==> config.mk <==
export PLATFORM = sky130hd
export DESIGN_NAME = clipped_min_max_normalizer
export DESIGN_NICKNAME = d
export VERILOG_FILES = /design/src/hdl/cmmn_pkg.sv /design/src/hdl/clipped_min_max_normalizer.sv /design/src/hdl/cmmn_fifo.sv /design/src/hdl/cmmn_front.sv /design/src/hdl/cmmn_recip_div.sv /design/src/hdl/cmmn_back.sv
export SDC_FILE = /design/constraint.sdc
export NUM_CORES = 2
export LEC_CHECK = 0
export BUFFER_PORTS_ARGS = -buffer_cell sky130_fd_sc_hd__buf_2
export CELL_PAD_IN_SITES_DETAIL_PLACEMENT = 0
export CELL_PAD_IN_SITES_GLOBAL_PLACEMENT = 1
export CORE_ASPECT_RATIO = 1.5
export CORE_UTILIZATION = 47
export CTS_CLUSTER_DIAMETER = 30
export DETAILED_ROUTE_END_ITERATION = 8
export GPL_TIMING_DRIVEN = 0
export PLACE_DENSITY = 0.8
export SYNTH_ARGS = -nofsm -noshare
export SYNTH_HDL_FRONTEND = slang
export SYNTH_SLANG_ARGS = --single-unit
==> constraint.sdc <==
create_clock -name aclk -period 9.8 [get_ports aclk]
set_input_delay 0.98 -clock aclk [delete_from_list [all_inputs] [get_ports aclk]]
set_output_delay 0.98 -clock aclk [all_outputs]
set_load 0.005 [all_outputs]
==> src/hdl/cmmn_pkg.sv <==
// Shared constants of the clipped min-max normalizer: register indexes and queue size.
package cmmn_pkg;

    // Configuration register indexes.
    localparam int CFG_INDEX_WIDTH = 1;
    localparam logic [CFG_INDEX_WIDTH-1:0] CFG_CLIP_LOW  = 1'b0;
    localparam logic [CFG_INDEX_WIDTH-1:0] CFG_CLIP_HIGH = 1'b1;

    // Entries of the queue between the front and the back part.
    localparam int QUEUE_DEPTH = 4;

endpackage

==> src/hdl/clipped_min_max_normalizer.sv <==
// Path: an accepted item passes the front register, queue, stage 1, stage 2, output register.
// Throughput: one item per cycle when nothing stalls; after the last measure-pass item the
// back part stops popping the queue while its bit-serial divider forms the range reciprocal.
// Items keep entering the queue during that time until it fills.
// Reset: synchronous, active low; clears the clip window to the full range and the frame state.
// Top level of the clipped min-max normalizer.
module clipped_min_max_normalizer #(
    parameter int SAMPLE_WIDTH  = 32,
    parameter int FRACTION_BITS = 16
) (
    input  logic                                aclk,
    input  logic                                aresetn,
    input  logic                                cfg_valid,
    output logic                                cfg_ready,
    input  logic [cmmn_pkg::CFG_INDEX_WIDTH-1:0] cfg_index,
    input  logic [SAMPLE_WIDTH-1:0]             cfg_data,
    input  logic                                s_valid,
    output logic                                s_ready,
    input  logic                                s_mode,
    input  logic signed [SAMPLE_WIDTH-1:0]      s_sample,
    input  logic                                s_not_a_number,
    input  logic                                s_last_of_frame,
    output logic                                m_valid,
    input  logic                                m_ready,
    output logic                                m_kind,
    output logic [FRACTION_BITS:0]              m_normalized,
    output logic                                m_pixel_valid,
    output logic signed [SAMPLE_WIDTH-1:0]      m_min_value,
    output logic signed [SAMPLE_WIDTH-1:0]      m_max_value,
    output logic                                m_any_valid
);

    // The front part registers each accepted item, checks it against the clip
    // window and the NaN flag, and pushes it into the queue. The entry carries
    // the pass, the last flag, the classification bit and the raw sample.
    localparam int ENTRY_W = SAMPLE_WIDTH + 3;

    logic               f_valid, f_ready;
    logic [ENTRY_W-1:0] f_data;
    logic               b_valid, b_ready;
    logic [ENTRY_W-1:0] b_data;

    cmmn_front #(.SAMPLE_WIDTH(SAMPLE_WIDTH)) u_front (
        .aclk            (aclk),
        .aresetn         (aresetn),
        .cfg_valid       (cfg_valid),
        .cfg_ready       (cfg_ready),
        .cfg_index       (cfg_index),
        .cfg_data        (cfg_data),
        .s_valid         (s_valid),
        .s_ready         (s_ready),
        .s_mode          (s_mode),
        .s_sample        (s_sample),
        .s_not_a_number  (s_not_a_number),
        .s_last_of_frame (s_last_of_frame),
        .q_valid         (f_valid),
        .q_ready         (f_ready),
        .q_data          (f_data)
    );

    // The queue lets the front keep taking items while the back part waits on
    // the divider or on a stalled result port.
    cmmn_fifo #(.WIDTH(ENTRY_W), .DEPTH(cmmn_pkg::QUEUE_DEPTH)) u_queue (
        .aclk     (aclk),
        .aresetn  (aresetn),
        .wr_valid (f_valid),
        .wr_ready (f_ready),
        .wr_data  (f_data),
        .rd_valid (b_valid),
        .rd_ready (b_ready),
        .rd_data  (b_data)
    );

    // The back part tracks the running minimum and maximum during the measure
    // pass, emits the summary on its last item and then forms the reciprocal
    // of the range. Normalize-pass items are scaled with one multiply.
    cmmn_back #(.SAMPLE_WIDTH(SAMPLE_WIDTH), .FRACTION_BITS(FRACTION_BITS)) u_back (
        .aclk          (aclk),
        .aresetn       (aresetn),
        .q_valid       (b_valid),
        .q_ready       (b_ready),
        .q_data        (b_data),
        .m_valid       (m_valid),
        .m_ready       (m_ready),
        .m_kind        (m_kind),
        .m_normalized  (m_normalized),
        .m_pixel_valid (m_pixel_valid),
        .m_min_value   (m_min_value),
        .m_max_value   (m_max_value),
        .m_any_valid   (m_any_valid)
    );

    // A summary item never carries a pixel result.
    assert property (@(posedge aclk) disable iff (!aresetn)
        (m_valid && !m_kind) |-> (!m_pixel_valid && m_normalized == '0))
        else $error("summary item carries a pixel result");

    // Without a valid pixel in the frame the bounds read zero and no pixel is valid.
    assert property (@(posedge aclk) disable iff (!aresetn)
        (m_valid && !m_any_valid) |-> (m_min_value == '0 && m_max_value == '0
                                       && !m_pixel_valid))
        else $error("empty frame reports nonzero bounds");

    // A nonzero normalized value only comes from a valid pixel and never exceeds one.
    assert property (@(posedge aclk) disable iff (!aresetn)
        (m_valid && m_normalized != '0) |-> (m_pixel_valid && m_kind
            && m_normalized <= {1'b1, {FRACTION_BITS{1'b0}}}))
        else $error("normalized value out of place");

    // Bounds of a frame with a valid pixel are ordered.
    assert property (@(posedge aclk) disable iff (!aresetn)
        (m_valid && m_any_valid) |-> (m_min_value <= m_max_value))
        else $error("minimum above maximum");

endmodule

==> src/hdl/cmmn_fifo.sv <==
// Small register queue that decouples the front part from the back part.
module cmmn_fifo #(
    parameter int WIDTH = 35,
    parameter int DEPTH = 4
) (
    input  logic             aclk,
    input  logic             aresetn,
    input  logic             wr_valid,
    output logic             wr_ready,
    input  logic [WIDTH-1:0] wr_data,
    output logic             rd_valid,
    input  logic             rd_ready,
    output logic [WIDTH-1:0] rd_data
);

    localparam int PTR_W = (DEPTH > 1) ? $clog2(DEPTH) : 1;
    localparam int CNT_W = $clog2(DEPTH + 1);

    logic [WIDTH-1:0] mem_reg [DEPTH];
    logic [PTR_W-1:0] wr_ptr_reg, wr_ptr_next;
    logic [PTR_W-1:0] rd_ptr_reg, rd_ptr_next;
    logic [CNT_W-1:0] count_reg, count_next;
    logic             push, pop;

    assign wr_ready = (count_reg != CNT_W'(DEPTH));
    assign rd_valid = (count_reg != '0);
    assign rd_data  = mem_reg[rd_ptr_reg];
    assign push     = wr_valid && wr_ready;
    assign pop      = rd_valid && rd_ready;

    function automatic logic [PTR_W-1:0] ptr_inc(input logic [PTR_W-1:0] p);
        ptr_inc = (p == PTR_W'(DEPTH - 1)) ? '0 : p + PTR_W'(1);
    endfunction

    always_comb begin
        wr_ptr_next = push ? ptr_inc(wr_ptr_reg) : wr_ptr_reg;
        rd_ptr_next = pop ? ptr_inc(rd_ptr_reg) : rd_ptr_reg;
        count_next  = count_reg;
        if (push && !pop) begin
            count_next = count_reg + CNT_W'(1);
        end else if (pop && !push) begin
            count_next = count_reg - CNT_W'(1);
        end
    end

    always_ff @(posedge aclk) begin
        if (!aresetn) begin
            wr_ptr_reg <= '0;
            rd_ptr_reg <= '0;
            count_reg  <= '0;
        end else begin
            wr_ptr_reg <= wr_ptr_next;
            rd_ptr_reg <= rd_ptr_next;
            count_reg  <= count_next;
        end
        if (push) begin
            mem_reg[wr_ptr_reg] <= wr_data;
        end
    end

endmodule

==> src/hdl/cmmn_front.sv <==
// Front part: clip window registers, item intake and pixel classification.
module cmmn_front #(
    parameter int SAMPLE_WIDTH = 32
) (
    input  logic                                aclk,
    input  logic                                aresetn,
    input  logic                                cfg_valid,
    output logic                                cfg_ready,
    input  logic [cmmn_pkg::CFG_INDEX_WIDTH-1:0] cfg_index,
    input  logic [SAMPLE_WIDTH-1:0]             cfg_data,
    input  logic                                s_valid,
    output logic                                s_ready,
    input  logic                                s_mode,
    input  logic signed [SAMPLE_WIDTH-1:0]      s_sample,
    input  logic                                s_not_a_number,
    input  logic                                s_last_of_frame,
    output logic                                q_valid,
    input  logic                                q_ready,
    output logic [SAMPLE_WIDTH+2:0]             q_data
);

    localparam int W = SAMPLE_WIDTH;

    logic signed [W-1:0] clip_low_reg, clip_high_reg;
    logic                vld_reg, vld_next;
    logic                mode_reg, last_reg, ok_reg;
    logic [W-1:0]        sample_reg;
    logic                take, in_window;

    assign cfg_ready = 1'b1;
    assign s_ready   = !vld_reg || q_ready;
    assign take      = s_valid && s_ready;
    assign in_window = !s_not_a_number && (s_sample >= clip_low_reg)
                       && (s_sample <= clip_high_reg);

    // Entry layout: mode, last, pixel ok, sample.
    assign q_valid = vld_reg;
    assign q_data  = {mode_reg, last_reg, ok_reg, sample_reg};

    always_comb begin
        vld_next = vld_reg;
        if (take) begin
            vld_next = 1'b1;
        end else if (q_ready) begin
            vld_next = 1'b0;
        end
    end

    always_ff @(posedge aclk) begin
        if (!aresetn) begin
            vld_reg       <= 1'b0;
            clip_low_reg  <= {1'b1, {(W-1){1'b0}}};
            clip_high_reg <= {1'b0, {(W-1){1'b1}}};
        end else begin
            vld_reg <= vld_next;
            if (cfg_valid && cfg_ready) begin
                unique case (cfg_index)
                    cmmn_pkg::CFG_CLIP_LOW:  clip_low_reg  <= $signed(cfg_data);
                    cmmn_pkg::CFG_CLIP_HIGH: clip_high_reg <= $signed(cfg_data);
                    default: ;
                endcase
            end
        end
        if (take) begin
            mode_reg   <= s_mode;
            last_reg   <= s_last_of_frame;
            ok_reg     <= in_window;
            sample_reg <= s_sample;
        end
    end

endmodule

==> src/hdl/cmmn_recip_div.sv <==
// Restoring divider that forms floor(2^W / divisor), one quotient bit per cycle.
module cmmn_recip_div #(
    parameter int W = 32
) (
    input  logic         aclk,
    input  logic         aresetn,
    input  logic         start,
    input  logic [W-1:0] divisor,
    output logic         done,
    output logic [W:0]   quotient
);

    localparam int CNT_W = $clog2(W + 1);

    logic [CNT_W-1:0] cnt_reg;
    logic             busy_reg, done_reg;
    logic [W-1:0]     div_reg, rem_reg;
    logic [W:0]       quot_reg;
    logic [W:0]       shifted, trial;
    logic             fits;

    // The dividend is a single one at bit W, fed in on the first step.
    assign shifted = {rem_reg, (cnt_reg == CNT_W'(W))};
    assign trial   = shifted - {1'b0, div_reg};
    assign fits    = (shifted >= {1'b0, div_reg});

    assign done     = done_reg;
    assign quotient = quot_reg;

    always_ff @(posedge aclk) begin
        if (!aresetn) begin
            busy_reg <= 1'b0;
            done_reg <= 1'b0;
            cnt_reg  <= '0;
        end else begin
            done_reg <= 1'b0;
            if (start) begin
                busy_reg <= 1'b1;
                cnt_reg  <= CNT_W'(W);
            end else if (busy_reg) begin
                cnt_reg <= cnt_reg - CNT_W'(1);
                if (cnt_reg == '0) begin
                    busy_reg <= 1'b0;
                    done_reg <= 1'b1;
                end
            end
        end
        if (start) begin
            div_reg  <= divisor;
            rem_reg  <= '0;
            quot_reg <= '0;
        end else if (busy_reg) begin
            rem_reg  <= fits ? trial[W-1:0] : shifted[W-1:0];
            quot_reg <= {quot_reg[W-1:0], fits};
        end
    end

endmodule

==> src/hdl/cmmn_back.sv <==
// Back part: running min and max, range reciprocal and the normalize pipeline.
module cmmn_back #(
    parameter int SAMPLE_WIDTH  = 32,
    parameter int FRACTION_BITS = 16
) (
    input  logic                              aclk,
    input  logic                              aresetn,
    input  logic                              q_valid,
    output logic                              q_ready,
    input  logic [SAMPLE_WIDTH+2:0]           q_data,
    output logic                              m_valid,
    input  logic                              m_ready,
    output logic                              m_kind,
    output logic [FRACTION_BITS:0]            m_normalized,
    output logic                              m_pixel_valid,
    output logic signed [SAMPLE_WIDTH-1:0]    m_min_value,
    output logic signed [SAMPLE_WIDTH-1:0]    m_max_value,
    output logic                              m_any_valid
);

    localparam int W = SAMPLE_WIDTH;
    localparam int F = FRACTION_BITS;

    typedef enum logic [1:0] {ST_RUN, ST_LAUNCH, ST_DIVIDE} state_t;
    typedef enum logic [1:0] {NC_ZERO, NC_ONE, NC_SCALE} norm_case_t;

    localparam logic signed [W-1:0] SMAX = {1'b0, {(W-1){1'b1}}};
    localparam logic signed [W-1:0] SMIN = {1'b1, {(W-1){1'b0}}};
    localparam logic [F:0]          ONE_Q = {1'b1, {F{1'b0}}};

    state_t              state_reg, state_next;
    logic signed [W-1:0] min_reg, min_next, max_reg, max_next;
    logic                found_reg, found_next;
    logic [W:0]          recip_reg, recip_next;

    // Stage 1: classified item.
    logic                p1_vld_reg, p1_vld_next, p1_kind_reg, p1_kind_next;
    norm_case_t          p1_case_reg, p1_case_next;
    logic [W-1:0]        p1_diff_reg, p1_diff_next, p1_recip_reg, p1_recip_next;
    logic                p1_pv_reg, p1_pv_next, p1_any_reg, p1_any_next;
    logic [W-1:0]        p1_min_reg, p1_min_next, p1_max_reg, p1_max_next;
    // Stage 2: product.
    logic                p2_vld_reg, p2_kind_reg, p2_pv_reg, p2_any_reg;
    norm_case_t          p2_case_reg;
    logic [W-1:0]        p2_prod_reg, p2_min_reg, p2_max_reg;
    // Output register.
    logic                out_vld_reg, out_vld_next, out_kind_reg, out_pv_reg, out_any_reg;
    logic [F:0]          out_norm_reg, out_norm_next;
    logic [W-1:0]        out_min_reg, out_max_reg;

    logic signed [W-1:0] x, min_upd, max_upd;
    logic                pix_ok, last, mode, pv;
    logic                advance, pop, div_start, div_done;
    logic [W-1:0]        range, diff;
    logic [W:0]          div_quot;
    logic [2*W-1:0]      mul_full;
    logic [W+F-1:0]      scaled;

    assign x      = $signed(q_data[W-1:0]);
    assign pix_ok = q_data[W];
    assign last   = q_data[W+1];
    assign mode   = q_data[W+2];

    assign advance   = !out_vld_reg || m_ready;
    assign pop       = q_valid && (state_reg == ST_RUN) && advance;
    assign q_ready   = pop;
    assign range     = max_reg - min_reg;
    assign diff      = x - min_reg;
    assign min_upd   = (x < min_reg) ? x : min_reg;
    assign max_upd   = (x > max_reg) ? x : max_reg;
    assign pv        = pix_ok && found_reg;
    assign div_start = (state_reg == ST_LAUNCH) && found_reg && (max_reg > min_reg);
    assign mul_full  = p1_diff_reg * p1_recip_reg;
    assign scaled    = {p2_prod_reg, {F{1'b0}}};

    cmmn_recip_div #(.W(W)) u_div (
        .aclk     (aclk),
        .aresetn  (aresetn),
        .start    (div_start),
        .divisor  (range),
        .done     (div_done),
        .quotient (div_quot)
    );

    always_comb begin
        state_next    = state_reg;
        min_next      = min_reg;
        max_next      = max_reg;
        found_next    = found_reg;
        recip_next    = recip_reg;
        p1_vld_next   = p1_vld_reg;
        p1_kind_next  = p1_kind_reg;
        p1_case_next  = p1_case_reg;
        p1_diff_next  = p1_diff_reg;
        p1_recip_next = p1_recip_reg;
        p1_pv_next    = p1_pv_reg;
        p1_any_next   = p1_any_reg;
        p1_min_next   = p1_min_reg;
        p1_max_next   = p1_max_reg;
        out_vld_next  = out_vld_reg;
        out_norm_next = out_norm_reg;

        if (advance) begin
            p1_vld_next  = 1'b0;
            out_vld_next = p2_vld_reg;
            unique case (p2_case_reg)
                NC_ONE:   out_norm_next = ONE_Q;
                NC_SCALE: out_norm_next = {1'b0, scaled[W+F-1 -: F]};
                default:  out_norm_next = '0;
            endcase
        end

        if (pop) begin
            if (!mode) begin
                if (pix_ok) begin
                    min_next   = min_upd;
                    max_next   = max_upd;
                    found_next = 1'b1;
                end
                p1_vld_next  = last;
                p1_kind_next = 1'b0;
                p1_case_next = NC_ZERO;
                p1_pv_next   = 1'b0;
                p1_any_next  = found_reg || pix_ok;
                p1_min_next  = pix_ok ? min_upd : (found_reg ? min_reg : '0);
                p1_max_next  = pix_ok ? max_upd : (found_reg ? max_reg : '0);
            end else begin
                p1_vld_next   = 1'b1;
                p1_kind_next  = 1'b1;
                p1_pv_next    = pv;
                p1_any_next   = found_reg;
                p1_min_next   = found_reg ? min_reg : '0;
                p1_max_next   = found_reg ? max_reg : '0;
                p1_diff_next  = diff;
                p1_recip_next = recip_reg[W-1:0];
                priority if (!pv || recip_reg == '0) begin
                    p1_case_next = NC_ZERO;
                end else if (x >= max_reg) begin
                    p1_case_next = NC_ONE;
                end else if (x > min_reg) begin
                    p1_case_next = NC_SCALE;
                end else begin
                    p1_case_next = NC_ZERO;
                end
                if (last) begin
                    min_next   = SMAX;
                    max_next   = SMIN;
                    found_next = 1'b0;
                    recip_next = '0;
                end
            end
        end

        unique case (state_reg)
            ST_RUN: begin
                if (pop && !mode && last) begin
                    state_next = ST_LAUNCH;
                end
            end
            ST_LAUNCH: begin
                if (div_start) begin
                    state_next = ST_DIVIDE;
                end else begin
                    recip_next = '0;
                    state_next = ST_RUN;
                end
            end
            ST_DIVIDE: begin
                if (div_done) begin
                    recip_next = div_quot;
                    state_next = ST_RUN;
                end
            end
            default: state_next = ST_RUN;
        endcase
    end

    always_ff @(posedge aclk) begin
        if (!aresetn) begin
            state_reg   <= ST_RUN;
            min_reg     <= SMAX;
            max_reg     <= SMIN;
            found_reg   <= 1'b0;
            recip_reg   <= '0;
            p1_vld_reg  <= 1'b0;
            p2_vld_reg  <= 1'b0;
            out_vld_reg <= 1'b0;
        end else begin
            state_reg   <= state_next;
            min_reg     <= min_next;
            max_reg     <= max_next;
            found_reg   <= found_next;
            recip_reg   <= recip_next;
            p1_vld_reg  <= p1_vld_next;
            out_vld_reg <= out_vld_next;
            if (advance) begin
                p2_vld_reg <= p1_vld_reg;
            end
        end
        p1_kind_reg  <= p1_kind_next;
        p1_case_reg  <= p1_case_next;
        p1_diff_reg  <= p1_diff_next;
        p1_recip_reg <= p1_recip_next;
        p1_pv_reg    <= p1_pv_next;
        p1_any_reg   <= p1_any_next;
        p1_min_reg   <= p1_min_next;
        p1_max_reg   <= p1_max_next;
        out_norm_reg <= out_norm_next;
        if (advance) begin
            p2_kind_reg  <= p1_kind_reg;
            p2_case_reg  <= p1_case_reg;
            p2_prod_reg  <= mul_full[W-1:0];
            p2_pv_reg    <= p1_pv_reg;
            p2_any_reg   <= p1_any_reg;
            p2_min_reg   <= p1_min_reg;
            p2_max_reg   <= p1_max_reg;
            out_kind_reg <= p2_kind_reg;
            out_pv_reg   <= p2_pv_reg;
            out_any_reg  <= p2_any_reg;
            out_min_reg  <= p2_min_reg;
            out_max_reg  <= p2_max_reg;
        end
    end

    assign m_valid       = out_vld_reg;
    assign m_kind        = out_kind_reg;
    assign m_normalized  = out_norm_reg;
    assign m_pixel_valid = out_pv_reg;
    assign m_min_value   = $signed(out_min_reg);
    assign m_max_value   = $signed(out_max_reg);
    assign m_any_valid   = out_any_reg;

endmodule
# Word level (Yosys, flattened, before mapping)

Memory sizes are Yosys's and may differ from the RTL's. A register that Yosys moved wholly into a read port is not among the register bits.
Index checks and enable logic that the tools add are counted.

Mux-type cells: 52
Add/subtract/negate cells: 8
Reductions and logical operators: 43
$mul: 1
Order comparisons: 8
Equality and inequality tests: 11
Bitwise gates (word level): 4

Operators by type and width:

| cell               | count |
|---|---|
| $mux 32            | 15 |
| $mux 33            | 5 |
| $gt 32x32->1       | 3 |
| $sub 32x32->32     | 3 |
| $pmux 33 s2        | 1 |
| $ge 32x32->1       | 2 |
| $pmux 17 s2        | 1 |
| $ge 33x32->1       | 1 |
| $logic_not 33->1   | 1 |
| $le 32x32->1       | 1 |
| $lt 32x32->1       | 1 |
| $mul 32x32->32     | 1 |
| $mux 1             | 17 |
| $mux 2             | 8 |
| $logic_and 1x1->1  | 14 |
| $mux 6             | 2 |
| $reduce_bool 2->1  | 5 |
| $eq 2x2->1 const B | 4 |
| $reduce_and 2->1   | 4 |
| $logic_not 1->1    | 7 |
| $eq 6x6->1 const B | 1 |
| $logic_not 6->1    | 1 |
| $mux 3             | 2 |
| $ne 2x2->1 const B | 3 |
| 14 further kinds   | 24 |

Word-level logic and storage cells: 175
Output and inout port bits: 87
Memories: 1
Register bits after elaboration: 633
RAM bits: 140
Bits of input ports: 73

Memory list:

| name            | depth | width | rd ports | clocked after memory_dff | write ports | line            | RTL |
|---|---|---|---|---|---|---|---|
| u_queue.mem_reg | 4     | 35    | 1        | 1                        | 1           | cmmn_fifo.sv:19 | `logic [WIDTH-1:0] mem_reg [DEPTH];` |

# Logic depth before layout (Yosys ltp)

Word-level depth: 7
Gate-level depth with buffers: 27

# Cells and area by module

From an unflattened synthesis, not the netlist that was laid out.

Cell total of the unflattened synthesis: 4,731
Area, all modules: 50,601.0 um^2

By module, submodules not included:

| module         | area each (um^2) | cells an instance | instances |
|---|---|---|---|
| cmmn_back      | 33,968.8         | 3,287             | 1 |
| cmmn_recip_div | 6,110.9          | 684               | 1 |
| cmmn_fifo      | 5,527.8          | 234               | 1 |
| cmmn_front     | 4,993.5          | 526               | 1 |

# Worst setup path after synthesis

No wires, ideal clock.

Path type: input to register
Start: in m_ready
End: reg u_back.recip_reg[10]
Stages: 9
Slack: -0.051 ns
Setup time: 0.117 ns
Arrival: 9.734 ns
Path buffers: 1
Path through: nor2b_1 > inv_1 > o311ai_1 > nor2b_1 > nand2_1 > nand2_1 > a31oi_2 > buf_2 > a22o_1

Word-level cells in the longest chain between the ends: 5
Elaborated cells on any way between the ends: 6

RTL lines:

| item                       | line                               | RTL |
|---|---|---|
| from (decl)                | clipped_min_max_normalizer.sv:24   | `input logic m_ready,` |
| $logic_or 1x1->1 *         | cmmn_back.sv:64                    | `assign advance = !out_vld_reg \|\| m_ready;` |
| $logic_and 1x1->1 *        | cmmn_back.sv:65                    | `assign pop = q_valid && (state_reg == ST_RUN) && advance;` |
| $mux 33 *                  | cmmn_back.sv:113                   | `if (pop) begin` |
| $mux 33 (on tied branches) | cmmn_back.sv:169, cmmn_back.sv:161 |  |
| $pmux 33 s2 *              | cmmn_back.sv:154                   | `unique case (state_reg)` |
| to (signal assigned)       | cmmn_back.sv:193                   | `recip_reg <= recip_next;` |
| to (decl)                  | cmmn_back.sv:34                    | `logic [W:0] recip_reg, recip_next;` |

Mark *: on every way between the ends. The rest lies on a longest branch, timed or not.
A chain may end at the register's enable or synchronous reset.

# Worst setup path in the final report

Start: reg u_back.p1_recip_reg[3]
End: reg u_back.p2_prod_reg[31] (data pin)

Word-level cells in the longest chain between the ends: 1

RTL lines:

| item                          | line             | RTL |
|---|---|---|
| from (decl)                   | cmmn_back.sv:39  | `logic [W-1:0] p1_diff_reg, p1_diff_next, p1_recip_reg, p1_recip_next;` |
| from (signal assigned)        | cmmn_back.sv:203 | `p1_recip_reg <= p1_recip_next;` |
| $mul 32x32->32                | cmmn_back.sv:73  | `assign mul_full = p1_diff_reg * p1_recip_reg;` |
| named net u_back.mul_full[31] | cmmn_back.sv:56  | `logic [2*W-1:0] mul_full;` |
| to (signal assigned)          | cmmn_back.sv:212 | `p2_prod_reg <= mul_full[W-1:0];` |
| to (decl)                     | cmmn_back.sv:45  | `logic [W-1:0] p2_prod_reg, p2_min_reg, p2_max_reg;` |

The timed path passes the listed nets, and every way through them passes these cells.

==> flow_summary_export.csv <==
group,metric,value,unit
die,rows,144,
global_routing,track_usage,0.2718,
route,dr.pass1.iters,5,
logic_synthesis,yosysTopAreaCell,"edfxtp_1",
timing,min_period,8700,ps
global_routing,grt_max_degree,65,
worst_setup_path,arrival,9130,ps
logic_synthesis,syn-num-nets,5213,
die,io_pins,160,
layout,diodes,0,
worst_hold_path,hp-class,"flip-flop to flip-flop",
layout,drive_gt1_frac,0.09847,
timing,timing.hold.ws,403.6,ps
worst_setup_path,cp-start-kind,"flip-flop",
placement,dp_hpwl,111400,um
worst_setup_path,max_stage_delay,800,ps
placement,placed_area,51900,um^2
route,routed_wl,140800,um
timing,slew_violations,0,
timing,rsz0062_at_grt,"no",
worst_setup_path,rr_startpoint,"u_back.p1_recip_reg[3]",
global_routing,grt_pass1_wl,212000,um
clock_tree,cts_resized,0,
layout,final_area,55660,um^2
logic_synthesis,synth_cell_types,87,
global_routing,globalRouteMet2Util,0.5051,
die,die_w,265.9,um
global_routing,grt_pass1_vias,35558,
worst_setup_path,critical_path.max_fanout,10,
logic_synthesis,synth_top_area_frac,0.3112,
worst_setup_path,slowest_stage,"clkbuf_1",
layout,largest_reg_flops,140,
timing,worst_slew_pin_slew,1252,ps
worst_setup_path,path_buf_inv,6,
layout,multi_input_area,25790,um^2
logic_synthesis,yosysMostFrequentCell,"inv_1",
worst_hold_path,hold_start,"u_back.p1_max_reg[4]",
logic_synthesis,avgSynthCellArea,11.15,um^2
layout,regArea,20290,um^2
logic_synthesis,synth_edf_count,509,
timing,period_share,0.8878,
timing,fin_tns_setup,0,ps
worst_setup_path,crit_family,"adder cells",
placement,port_buffers,157,
flow_run,maxCapViolCount,0,
route,drt_iter0_markers,1830,
die,die_area,105800,um^2
global_routing,met1_usage,0.2705,
clock_tree,postCtsSetupBuffers,0,
route,route.antenna.remaining_nets,0,
route,route.detailed.drc,0,
logic_synthesis,ys_top_cells_by_area,"edfxtp_1 31%, fa_1 17%, dfxtp_1 10%",
global_routing,top_usage_layer,"met2",
die,die_y,397.9,um
worst_setup_path,cp.depth,25,
global_routing,grt-ovfl-total,0,
logic_synthesis,ys.flop_type,"edfxtp_1",
worst_setup_path,cp-startpoint,"u_back.p1_recip_reg[3]",
clock_tree,cts_tree,"done",
worst_setup_path,reg2regPathDepth,25,
timing,setup_violations,0,
worst_setup_path,r2r_end,"u_back.p2_prod_reg[31]",
logic_synthesis,yosysSeqAreaShare,0.4131,
timing,max_freq,114.9,MHz
die,core_area,103100,um^2
placement,gp_congestion,0.9868,
logic_synthesis,synth-seq-cells,759,
logic_synthesis,synth_cells,4406,
worst_hold_path,min_to,"u_back.p2_max_reg[4]",
route,vias,33501,
die,initial_utilization,0.4765,
worst_hold_path,hold_depth,0,
worst_setup_path,cp-end-kind,"flip-flop",
clock_tree,holdBufCountCts,0,
clock_tree,clk_pin_slew,60,ps
route,wl_per_cell,22.86,um
clock_tree,clk_root_buffer_cell,"clkbuf_16",
outcome,outcome,"complete, no violations",
logic_synthesis,synth_common_cells,"603 x inv_1, 509 x edfxtp_1, 488 x nand2_1, 411 x fa_1, 335 x and2_1",
timing,hold_violations,0,
clock_tree,cts_sinks,759,
global_routing,use_met3,0.03765,
clock_tree,cts-buffers-inserted,106,
clock_tree,h-tree-depth,3,
timing,slew_headroom,0.1546,
layout,n_fill_cell,9170,
worst_setup_path,path_class,"flip-flop to flip-flop",
logic_synthesis,async_flop_share,0,
worst_setup_path,required,10230,ps
timing,clock_skew,75.41,ps
logic_synthesis,yosysWarnings,0,
layout,final_util,0.5401,
clock_tree,clock_latency,750,ps
layout,syn_to_final_growth,13.34,%
logic_synthesis,synth_area,49110,um^2
global_routing,antenna_found_initial,2,
worst_setup_path,cpMostUsedCell,"fa_1",
route,vias_per_cell,5.438,
layout,fin_nets,5489,
clock_tree,clockBufferDepth,3,
worst_setup_path,ff2ff_setup_slack,1100,ps
## layout make-up
class                      instances  area share
buffer                           189     0.01425
clock buffer                     114     0.04837
clock inverter                    85     0.01920
inverter                         604     0.04084
multi-input combinational       2854      0.4634
sequential                       759      0.3645
tap                             1387     0.03118
timing repair buffer             168     0.01821
## kinds of logic (layout without fill, tap and decap cells)
group / count (synthesis) / after routing / synth area share
simple gates: 1227 / 1227 / 0.1225
buf+inv: 793 / 1160 / 0.06232
mux: 117 / 117 / 0.03238
flops: 759 / 759 / 0.4131
fa+ha+maj: 734 / 734 / 0.2498
other cells: 1 / 1 / 0.00007636
xor+xnor: 148 / 148 / 0.02639
compound gates: 627 / 627 / 0.09338
## worst max-delay path by stage
stage / end / slack, ps
after CTS: u_back.p2_prod_reg[31] / 1150
after global placement: u_back.max_reg[28] / -2310
after detailed placement: u_back.p2_prod_reg[31] / 1170
after global routing: u_back.p2_prod_reg[31] / 900
final: u_back.p2_prod_reg[31] / 1100
after floorplan: u_back.recip_reg[10] / 2040
## cell usage in the layout (no fill, tap or decap), types with 44 or more instances in the layout
cell / count
inv_1: 601
dfxtp_1: 250
buf_2: 173
fa_1: 411
and2_1: 331
ha_1: 323
clkbuf_16: 106
nand2_1: 488
a21boi_0: 45
nor2b_1: 44
xnor2_1: 105
clkbuf_1: 162
nor2_1: 167
edfxtp_1: 509
mux2i_1: 79
a21oi_1: 112
a21o_1: 74
o21ai_0: 86
## through the flow
step / cells / worst slack [ps]
after floorplan: 4406 / 2044
after global placement: 5950 / -2310
after detailed placement: 5961 / 1169
after CTS: 6160 / 1150
after global routing: 6160 / 902.6
final: 6160 / 1100
## per-layer routing
metal | part of all wire | wire length [um] | vias to the layer above
met1 | 0.34 | 47850 | 16642
met4 | 0.088 | 12340 | 2
met3 | 0.042 | 5913 | 453
met2 | 0.53 | 74700 | 1017
li1 | - | - | 15387
met5 | 0.000071 | 10 | -
Power is not shown: default switching activity piles up to over one toggle a cycle in this logic, so the estimate is an artifact.
